===== config.mk =====
export PLATFORM = sky130hd
export DESIGN_NAME = srs_cell
export DESIGN_NICKNAME = d
export VERILOG_FILES = /design/src/srs_pkg.sv /design/src/srs_cell.sv
export SDC_FILE = /design/constraint.sdc
export NUM_CORES = 1
export LEC_CHECK = 0
export BUFFER_PORTS_ARGS = -buffer_cell sky130_fd_sc_hd__buf_4
export CORE_AREA = 8 8 67 126
export DETAILED_ROUTE_END_ITERATION = 10
export DIE_AREA = 0 0 75 134
export GPL_TIMING_DRIVEN = 0
export HOLD_SLACK_MARGIN = 0.02
export PLACE_DENSITY = 0.81
export SKIP_CTS_REPAIR_TIMING = 1
export SLEW_MARGIN = 0
export SYNTH_ARGS = -nofsm -noshare
export SYNTH_HDL_FRONTEND = slang
export SYNTH_SLANG_ARGS = --single-unit

===== constraint.sdc =====
create_clock -name clk -period 3.6 [get_ports clk]
set_input_delay 0.72 -clock clk [delete_from_list [all_inputs] [get_ports clk]]
set_output_delay 0.72 -clock clk [all_outputs]
set_load 0.1 [all_outputs]

===== src/srs_pkg.sv =====
// ----------------------------------------------------------------------------
// srs_pkg - shared types and constants for the stable rank sorter
// Holds the store depth, field widths and the structs that run along the
// chain of sorter cells.
// ----------------------------------------------------------------------------
package srs_pkg;

  localparam int CAPACITY = 64;
  localparam int VAL_W    = 32;
  localparam int CNT_W    = $clog2(CAPACITY + 1);

  typedef struct packed {
    logic             valid;
    logic [VAL_W-1:0] value;
  } cell_data_t;

  typedef struct packed {
    logic             ins;
    logic             shift;
    logic [VAL_W-1:0] value;
  } cell_ctrl_t;

endpackage


===== src/srs_cell.sv =====
// ----------------------------------------------------------------------------
// srs_cell - one slot of the sorted chain
// Compares its value with the broadcast value; on insert it either keeps
// its value, takes its left neighbor's, or takes the new value. On drain it
// takes its right neighbor's value.
// ----------------------------------------------------------------------------
module srs_cell (
  input  logic               clk,
  input  logic               rst,
  input  srs_pkg::cell_ctrl_t ctrl,
  input  srs_pkg::cell_data_t left_data,
  input  logic               left_gt,
  input  srs_pkg::cell_data_t right_data,
  output srs_pkg::cell_data_t data,
  output logic               gt
);

  // empty slots rank above everything; equal values stay in front (stable)
  assign gt = !data.valid || ($signed(data.value) > $signed(ctrl.value));

  always_ff @(posedge clk) begin
    if (rst) begin
      data.valid <= 1'b0;
    end else if (ctrl.shift) begin
      data <= right_data;
    end else if (ctrl.ins && gt) begin
      if (left_gt) begin
        data <= left_data;
      end else begin
        data.valid <= 1'b1;
        data.value <= ctrl.value;
      end
    end
  end

endmodule

==> run metrics, run 1 <==
status=finished, final reports clean; CP required=2880 ps; Die W=75 um; number of synthesized register bits=33; Final setup viols=0; CTS tree=built; post-synthesis cell count=274; I/O pin cnt=137; Fillers=618; synth warn=0; max-cap violation count=0; M1 WL=3280 um; Synth Area per Inst=9.49 um^2; hpwl dp=6470 um; most common cell after layout, fill and taps aside=buf_4; register bank with the most flops=data; crit-path leading delay family=compound AO/OA/AOI/OAI gates; Routed Wire Length=7900 um; vias in the first global route=2794; post-layout util=57.0%; Slowest-stage cell, CP=o31a_2; Clock Tree Buf Depth=2; clk_skew=5.88 ps; largest registers=data: 33 flops; P_leak=0.00196 uW; Final Hold Vio Count=0; Cell Rows=43; Die Span Y=134 um; DRC=0; maximum resistive drop on vdd=0.249 mV; H-tree depth=2; GPL Wtd Cong=0.789; first-pass GRT wire length=12700 um; routed length per placed instance=15.6 um; remaining global-route overflow=0; Num CTS Buffers=5; Max Freq=0.299 GHz; Worst Hold Class=flop to flop; Arr. time, crit path=2620 ps; DR vias=2530; die area=10100 um^2; Worst Setup End Kind=output pin; area growth from synthesis to final layout=49.7%; PwrDens=417 nW/um^2; Post-DRT Antenna Nets=0; max-slew violations=0; later-pin clock latency in the skew report=280 ps; CP Launch Type=input port; layout cell share with drive strength beyond 1=36.7%; DR top layer=met4; vias per cell=4.99; largest net degree at the start of global routing=33; CP cell instances=buf_4 -> inv_1 -> ha_1 -> a21oi_1 -> o21ai_0 -> a221o_1 -> o31a_2 -> nand3_1 -> o2111ai_2 -> buf_4; Initial Utilization=38.1%; crit path buf inv count=3; synth unique cells=36; crit share post-route=92.8%; Clock Pin Slew Worst Setup and Hold Paths=50 ps; ANT cells=0; initial antenna violation count=0; Crit Path Class=input port to output pin; sequential area share after synthesis=37.7%; RSZ-0062 raised after global routing=no; Tot Pwr=1620 uW; max FFs per register=33; CTS sink count=33; Core ar.=6830 um^2; nets@finish=551; initial drt markers=42; syn_nets=409; area leader, netlist=edfxtp_1; routed length on met2=3620 um; slew margin rel.=43.2%; met3 WL=925 um; number of port buffers=135; Mapped Area=2600 um^2; share of Yosys cell area claimed by the top area cell type=36.9%; Root Buffer=clkbuf_16; crit path time final=3340 ps; crit-path max FO=3; slowest stage delay, CP=370 ps; all-layer global routing usage=16.0%; Top cell by count, worst path=buf_4; Worst-Margin Slew=851 ps; Initial DRT Pass Iterations=4; most frequent cells in the layout=135 x buf_4, 37 x nand2_1, 35 x inv_1, 35 x o21ai_0; largest cells by area after synthesis=edfxtp_1 37%, ha_1 15%, mux2i_1 12%
-- metrics by stage --
step / instance area (um^2) / setup WS, ps / std cells / hold slack [ps] / TNS (ps)
2_1_floorplan: 2610 / -48.5 / 274 / 893 / -48.5
3_3_place_gp: 3740 / 23.1 / 499 / 673 / 0
3_5_place_dp: 3740 / -28.7 / 499 / 674 / -903
4_1_cts: 3880 / 180 / 507 / 688 / 0
5_1_grt: 3890 / 48.3 / 507 / 730 / 0
6_report: 3890 / 259 / 507 / 688 / 0
-- final timing paths --
| kind | startpoint | endpoint | slack, ps | cells past startpoint |
|---|---|---|---|---|
| setup / recovery | ctrl[7] | gt | 260 | 10 |
| hold reg to reg | data[32] | data[32] | 690 | 4 |
| setup reg to reg | data[31] | data[20] | 440 | 7 |
| hold / removal | data[32] | data[32] | 690 | 4 |
-- power by group --
part	leakage (uW)	total (uW)	switching, uW	internal [uW]
sequential	0.000321	504	23.4	481
clock	0.0000712	423	148	276
combinational	0.00157	696	484	212
total	0.00196	1620	655	969
-- metal layers --
| layer | GRT usage [%] | up-vias |
|---|---|---|
| met5 | 0 | - |
| met4 | 4.29 | 0 |
| met3 | 6.73 | 6 |
| met2 | 25.4 | 116 |
| met1 | 18.8 | 1133 |
| li1 | - | 1275 |
-- layout make-up --
cell class	instances	area (um^2)	area share, %
Multi-Input combinational cell	195	1460	37.6
Timing Repair Buffer	135	1010	26.0
Sequential cell	33	981	25.2
Clock buffer	8	146	3.76
Inverter	35	131	3.37
Tap cell	90	113	2.89
Buffer	11	45.0	1.16
-- tightest hold or removal path, cell delays in order (launching register included) --
cell and delay, ps:
dfxtp_1 340, nor2_1 120, a221oi_1 80, o21ai_1 70, nor2_1 40
-- synth_stat cells (all sizes together) --
cell type / instances
a21oi: 14
clkbuf: 8
a21o: 3
nor4b: 2
o2111ai: 1
nor2b: 2
and4b: 1
nand4: 8
a221o: 1
inv: 35
buf: 3
nand3: 8
o31a: 1
nor4: 2
a32o: 1
o211ai: 1
a221oi: 1
o21ai: 36
a22oi: 1
and3: 1
nand2: 38
o21bai: 1
nor2: 4
edfxtp: 32
dfxtp: 1
mux2i: 32
nand2b: 1
ha: 32
a2111oi: 2
nor3b: 1
-- kinds of logic (layout without fill, tap and decap cells) --
kind of cell	count (synthesis)	in the layout	synth area share, %
buf+inv	46	189	6.78
simple gates	68	68	13.7
flops	33	33	37.7
mux	32	32	12.3
fa+ha+maj	32	32	15.4
compound gates	63	63	14.1
No activity file was read; power rests on OpenSTA's default activity.
==> run 2: changes to the inputs <==
--- a/config.mk
+++ b/config.mk
@@ -12,6 +12,7 @@
 export GPL_TIMING_DRIVEN = 0
 export HOLD_SLACK_MARGIN = 0.02
 export PLACE_DENSITY = 0.81
+export RECOVER_POWER = 50
 export SKIP_CTS_REPAIR_TIMING = 1
 export SLEW_MARGIN = 0
 export SYNTH_ARGS = -nofsm -noshare
==> run 2 against run 1 <==
  * Clock skew hardly changed
  * Fmax shrank 0.14%
  * Routed wire length rose by 0.46%
==> run metrics, run 2 (same netlist as run 1, synthesis figures left out) <==
Tot Pwr=1590 uW (-2.1%); crit path buf inv count=3 (unchanged); Final Hold Vio Count=0 (unchanged); FF/Latch Area=981 um^2 (unchanged); Slowest-stage cell, CP=o31a_2; Num CTS Buffers=5 (unchanged); Root Buffer=clkbuf_16; H-tree depth=2 (unchanged); sequential share of power=31.6% (+0.6 points); Crit Path Class=input port to output pin; Die Span Y=134 um (unchanged); RSZ-0062 raised after global routing=no; Post-Layout Cell Count=507 (unchanged); CTS tree=built; hpwl dp=6470 um (unchanged); max-cap violation count=0 (unchanged); initial drt markers=41 (-2.4%); largest registers=data: 33 flops; all-layer global routing usage=16.0% (unchanged); DRC=0 (unchanged); placed instance count=499 (unchanged); Cell Rows=43 (unchanged); most frequent cells in the layout=101 x buf_4, 45 x clkbuf_1, 37 x nand2_1, 35 x inv_1, 35 x o21ai_0; first-pass GRT wire length=12700 um (unchanged); Core ar.=6830 um^2 (unchanged); register bank with the most flops=data; Clock Pin Slew Worst Setup and Hold Paths=50 ps (about the same); Initial DRT Pass Iterations=4 (unchanged); CTS sink count=33 (unchanged); Fillers=663 (+7.3%); status=finished, final reports clean; ANT cells=0 (unchanged); routed length per placed instance=15.6 um (+0.46%); maximum resistive drop on vdd=0.240 mV (-3.6%); sw frac=41.3% (+0.92 points); initial antenna violation count=0 (unchanged); max-slew violations=0 (unchanged); clock share of power=26.7% (+0.6 points); Top cell by count, worst path=buf_4; nets@finish=551 (unchanged); vias per cell=4.95 (-0.83%); area growth from synthesis to final layout=44.7%; Initial Utilization=38.1% (unchanged); number of port buffers=135 (unchanged); P_leak=0.00183 uW (-6.5%); area of the multi-input gates=1460 um^2 (unchanged); crit path time final=3350 ps (+4.57 ps); GPL Wtd Cong=0.789 (unchanged); DR vias=2509 (-0.83%); Die W=75 um (unchanged); crit-path max FO=3 (unchanged); Final setup viols=0 (unchanged); pre-CTS setup slack=-28.7 ps (unchanged); max FFs per register=33 (unchanged); layout cell share with drive strength beyond 1=28.3% (-8.4 points); Final WS setup=255 ps (-4.57 ps); CP cell instances=buf_4 -> inv_1 -> ha_1 -> a21oi_1 -> o21ai_0 -> a221o_1 -> o31a_2 -> nand3_1 -> o2111ai_2 -> buf_4; Arr. time, crit path=2630 ps (about the same); crit-path leading delay family=compound AO/OA/AOI/OAI gates; Worst Hold Class=flop to flop; Max Freq=0.299 GHz (-0.14%); slew margin rel.=19.4% (-24 points); largest net degree at the start of global routing=33 (unchanged); later-pin clock latency in the skew report=280 ps (about the same); vias in the first global route=2794 (unchanged); Routed Wire Length=7930 um (+0.46%); Worst Setup End Kind=output pin; slowest stage delay, CP=370 ps (about the same); die area=10100 um^2 (unchanged); Worst-Margin Slew=1210 ps (+364 ps); CP required=2880 ps (about the same); PwrDens=422 nW/um^2 (+1.2%); dpl cell area=3740 um^2 (unchanged); post-layout util=55.1% (-1.9 points); CP Launch Type=input port; Post-DRT Antenna Nets=0 (unchanged); Net Sw Power=656 uW (+0.13%); remaining global-route overflow=0 (unchanged); I/O pin cnt=137 (unchanged); Clock Tree Buf Depth=2 (unchanged); Internal=933 uW (-3.6%); most common cell after layout, fill and taps aside=buf_4; post-route cell area=3760 um^2 (-3.3%); crit share post-route=92.9% (+0.13 points); Comb pwr share=41.7% (-1.2 points); clk_skew=5.39 ps (-0.491 ps)
==> run 2: worst paths after layout <==
check,slack (ps),endpoint,cells past startpoint,startpoint
min,700,data[32],4,data[32]
max reg2reg,450,data[30],7,data[31]
max,250,gt,10,ctrl[7]
min reg2reg,700,data[32],4,data[32]
==> run 2: through the flow <==
stage | TNS (ps) | hold WS, ps
after floorplan | -48.5 | 893
after global placement | 0 | 673
after detailed placement | -903 | 674
after CTS | 0 | 688
after global routing | 0 | 730
final | 0 | 696
==> run 2: layer usage <==
layer	wire (um)	vias to the layer above	track usage [%]	part of all wire, %
met5	0	-	0	0
met4	76	0	4.29	0.96
met3	889	7	6.73	11
met2	3600	109	25.4	45
met1	3370	1118	18.8	42
li1	-	1275	-	-
==> run 2: worst min-delay path: stages (launching register included) <==
cell and delay (ps):
dfxtp_1 340, nor2_1 120, a221oi_1 80, o21ai_1 70, nor2_1 40
==> run 2: cell type report <==
class                           count  area share (%)
Timing Repair Buffer              135            23.5
Tap cell                           90            2.99
Inverter                           35            3.49
Clock buffer                        8            3.89
Multi-Input combinational cell    195            38.9
Sequential cell                    33            26.1
Buffer                             11            1.16
==> run 2: power by group through the flow <==
| stage | registers [uW] | logic, uW | clock network (uW) |
|---|---|---|---|
| finish | 503 | 662 | 424 |
| global route | 509 | 712 | 453 |
| CTS | 505 | 699 | 433 |
| detailed placement | 512 | 697 | 0 |
| global placement | 509 | 689 | 0 |
| floorplan | 802 | 190 | 0 |
==> run 3: changes to the inputs <==
--- a/config.mk
+++ b/config.mk
@@ -6,12 +6,12 @@
 export NUM_CORES = 1
 export LEC_CHECK = 0
 export BUFFER_PORTS_ARGS = -buffer_cell sky130_fd_sc_hd__buf_4
-export CORE_AREA = 8 8 67 126
+export CORE_AREA = 2 2 61 120
 export DETAILED_ROUTE_END_ITERATION = 10
-export DIE_AREA = 0 0 75 134
+export DIE_AREA = 0 0 63 122
 export GPL_TIMING_DRIVEN = 0
 export HOLD_SLACK_MARGIN = 0.02
-export PLACE_DENSITY = 0.81
+export PLACE_DENSITY = 0.78
 export RECOVER_POWER = 50
 export SKIP_CTS_REPAIR_TIMING = 1
 export SLEW_MARGIN = 0
==> constraint.sdc (replaced) <==
create_clock -name clk -period 4.03 [get_ports clk]
set_input_delay 0.806 -clock clk [delete_from_list [all_inputs] [get_ports clk]]
set_output_delay 0.806 -clock clk [all_outputs]
set_load 0.1 [all_outputs]
==> run 3 against run 2 <==
  * Hold slack is essentially flat
  * Cell area shrank 0.23%
  * Critical path depth is the same
  * Clock skew shrank 0.62 ps
  * Via count grew 2.0%
  * Cell count is the same
  * Clock power shrank 10%
  * Flip-flop and latch count is the same
  * Count of clock-buffer cells in the layout is the same
  * Core utilization shrank 0.13 points
  * Die area shrank 24%
  * Combinational power shrank 12%
  * Critical endpoint unchanged
  * Largest power group unchanged
==> run metrics, run 3 (same netlist as run 1, synthesis figures left out) <==
status=finished, final reports clean; CP cell instances=buf_4 -> inv_1 -> ha_1 -> nand4_2 -> nor2_1 -> a21oi_1 -> nor4b_2 -> nand2_1 -> o2111ai_2 -> buf_4; worst hold path endpoint=data[32]; clock share of power=26.8% (about the same); Worst Setup End Kind=output pin; critical path startpoint=ctrl[31]; post-layout util=55.0% (-0.13 points); Hold Path Depth=4 (unchanged); CTS sink count=33 (unchanged); area growth from synthesis to final layout=44.4%; nets@finish=551 (unchanged); Die W=63 um (-16%); Initial Utilization=38.1% (unchanged); register bank with the most flops=data; initial drt markers=96 (+130%); Slowest-stage cell, CP=nor4b_2; Clock Tree Buf Depth=2 (unchanged); Worst-Margin Slew=1200 ps (-16.2 ps); crit path buf inv count=3 (unchanged); Crit Reg-Reg Endpoint=data[10]; GPL Wtd Cong=0.766 (-2.9%); Crit Path Class=input port to output pin; crit path time final=3620 ps; first-pass GRT wire length=11700 um (-8.2%); largest net degree at the start of global routing=33 (unchanged); Post-DRT Antenna Nets=0 (unchanged); Arr. time, crit path=2810 ps (+180 ps); remaining global-route overflow=0 (unchanged); Core ar.=6830 um^2 (unchanged); routed length per placed instance=14.4 um (-8.2%); Root Buffer=clkbuf_16; Num CTS Buffers=5 (unchanged); H-tree depth=2 (unchanged); hpwl dp=5750 um (-11%); worst reg2reg startpoint=data[31]; max FFs per register=33 (unchanged); ANT cells=0 (unchanged); RSZ-0062 raised after global routing=no; PwrDens=377 nW/um^2 (-11%); Final Hold Vio Count=0 (unchanged); number of port buffers=135 (unchanged); Net Sw Power=584 uW (-11%); maximum resistive drop on vdd=0.324 mV (+35%); die area=7690 um^2 (-24%); max-cap violation count=0 (unchanged); worst hold start=data[32]; placed instance count=499 (unchanged); Fin Hold WS=696 ps (-0.459 ps); slew margin rel.=20.4% (+1.1 points); Die Span Y=122 um (-9.0%); initial antenna violation count=0 (unchanged); clk_skew=4.77 ps (-0.622 ps); Cell Rows=43 (unchanged); later-pin clock latency in the skew report=280 ps (about the same); crit-path max FO=8 (+5); CTS tree=built; Clock Pin Slew Worst Setup and Hold Paths=50 ps (about the same); vias in the first global route=2613 (-6.5%); DRC=0 (unchanged); DR vias=2558 (+2.0%); Worst Hold Class=flop to flop; I/O pin cnt=137 (unchanged); most common cell after layout, fill and taps aside=buf_4; Routed Wire Length=7280 um (-8.2%); layout cell share with drive strength beyond 1=28.3% (unchanged); FF-to-FF setup slack=840 ps (+390 ps); vias per cell=5.05 (+2.0%); P_leak=0.00183 uW (-0.50%); Top cell by count, worst path=buf_4; CP Launch Type=input port; sw frac=41.3% (about the same); crit-path leading delay family=simple AND/OR/NAND/NOR gates; Initial DRT Pass Iterations=4 (unchanged); all-layer global routing usage=19.2% (+3.2 points); max-slew violations=0 (unchanged); CP required=3220 ps (+340 ps); Post-Layout Cell Count=507 (unchanged); Final setup viols=0 (unchanged); Total Neg Setup Slack=0 ps (unchanged); Tot Pwr=1420 uW (-11%); cells on worst reg2reg path=7 (unchanged); slowest stage delay, CP=540 ps (+170 ps); crit share post-route=89.8%; Comb pwr share=41.4% (-0.3 points); Max Freq=0.276 GHz; most frequent cells in the layout=101 x buf_4, 45 x clkbuf_1, 37 x nand2_1, 35 x inv_1, 35 x o21ai_0; sequential share of power=31.8% (+0.2 points); largest registers=data: 33 flops; Internal=832 uW (-11%)
## run 3: how the worst max path moves through the flow
stage / slack (ps) / cells after the start / endpoint
after floorplan: 300 / 7 / gt
after global placement: -310 / 9 / data[24]
after detailed placement: 290 / 9 / data[22]
after CTS: 440 / 10 / gt
after global routing: 270 / 10 / gt
final: 410 / 10 / gt
## run 3: layer usage
| layer | vias up | routed length, um | GRT usage, % |
|---|---|---|---|
| met5 | - | 0 | 0 |
| met4 | 0 | 100 | 6.39 |
| met3 | 8 | 645 | 6.46 |
| met2 | 116 | 3650 | 33.8 |
| met1 | 1154 | 2890 | 21.4 |
| li1 | 1280 | - | - |
## run 3: layout make-up
type                    count  area (um^2)
repair buffers            135          886
well taps                  90          113
fillers                   654         3080
multi-input cells         195         1460
clock buffers               8          146
inverters                  35          131
flip-flops and latches     33          981
plain buffers              11         43.8
## run 3: per-stage QoR
step	instance area [um^2]	setup WS [ps]
2_1_floorplan	2610	295
4_1_cts	3880	440
3_3_place_gp	3730	-307
6_report	3760	410
3_5_place_dp	3740	285
5_1_grt	3760	272
## run 3: power by group through the flow
stage | combinational (uW) | clock (uW) | sequential [uW]
floorplan | 169 | 0 | 718
global placement | 612 | 0 | 457
detailed placement | 618 | 0 | 458
CTS | 621 | 388 | 452
global route | 629 | 404 | 455
finish | 585 | 380 | 450
## run 3: worst register-to-register path: stages, from the launching register on
cell and delay [ps]:
edfxtp_1 400, ha_1 430, nand4_2 230, nor4_4 370
nand2_2 140, and4b_1 210, a22oi_1 180, nand3_2 710
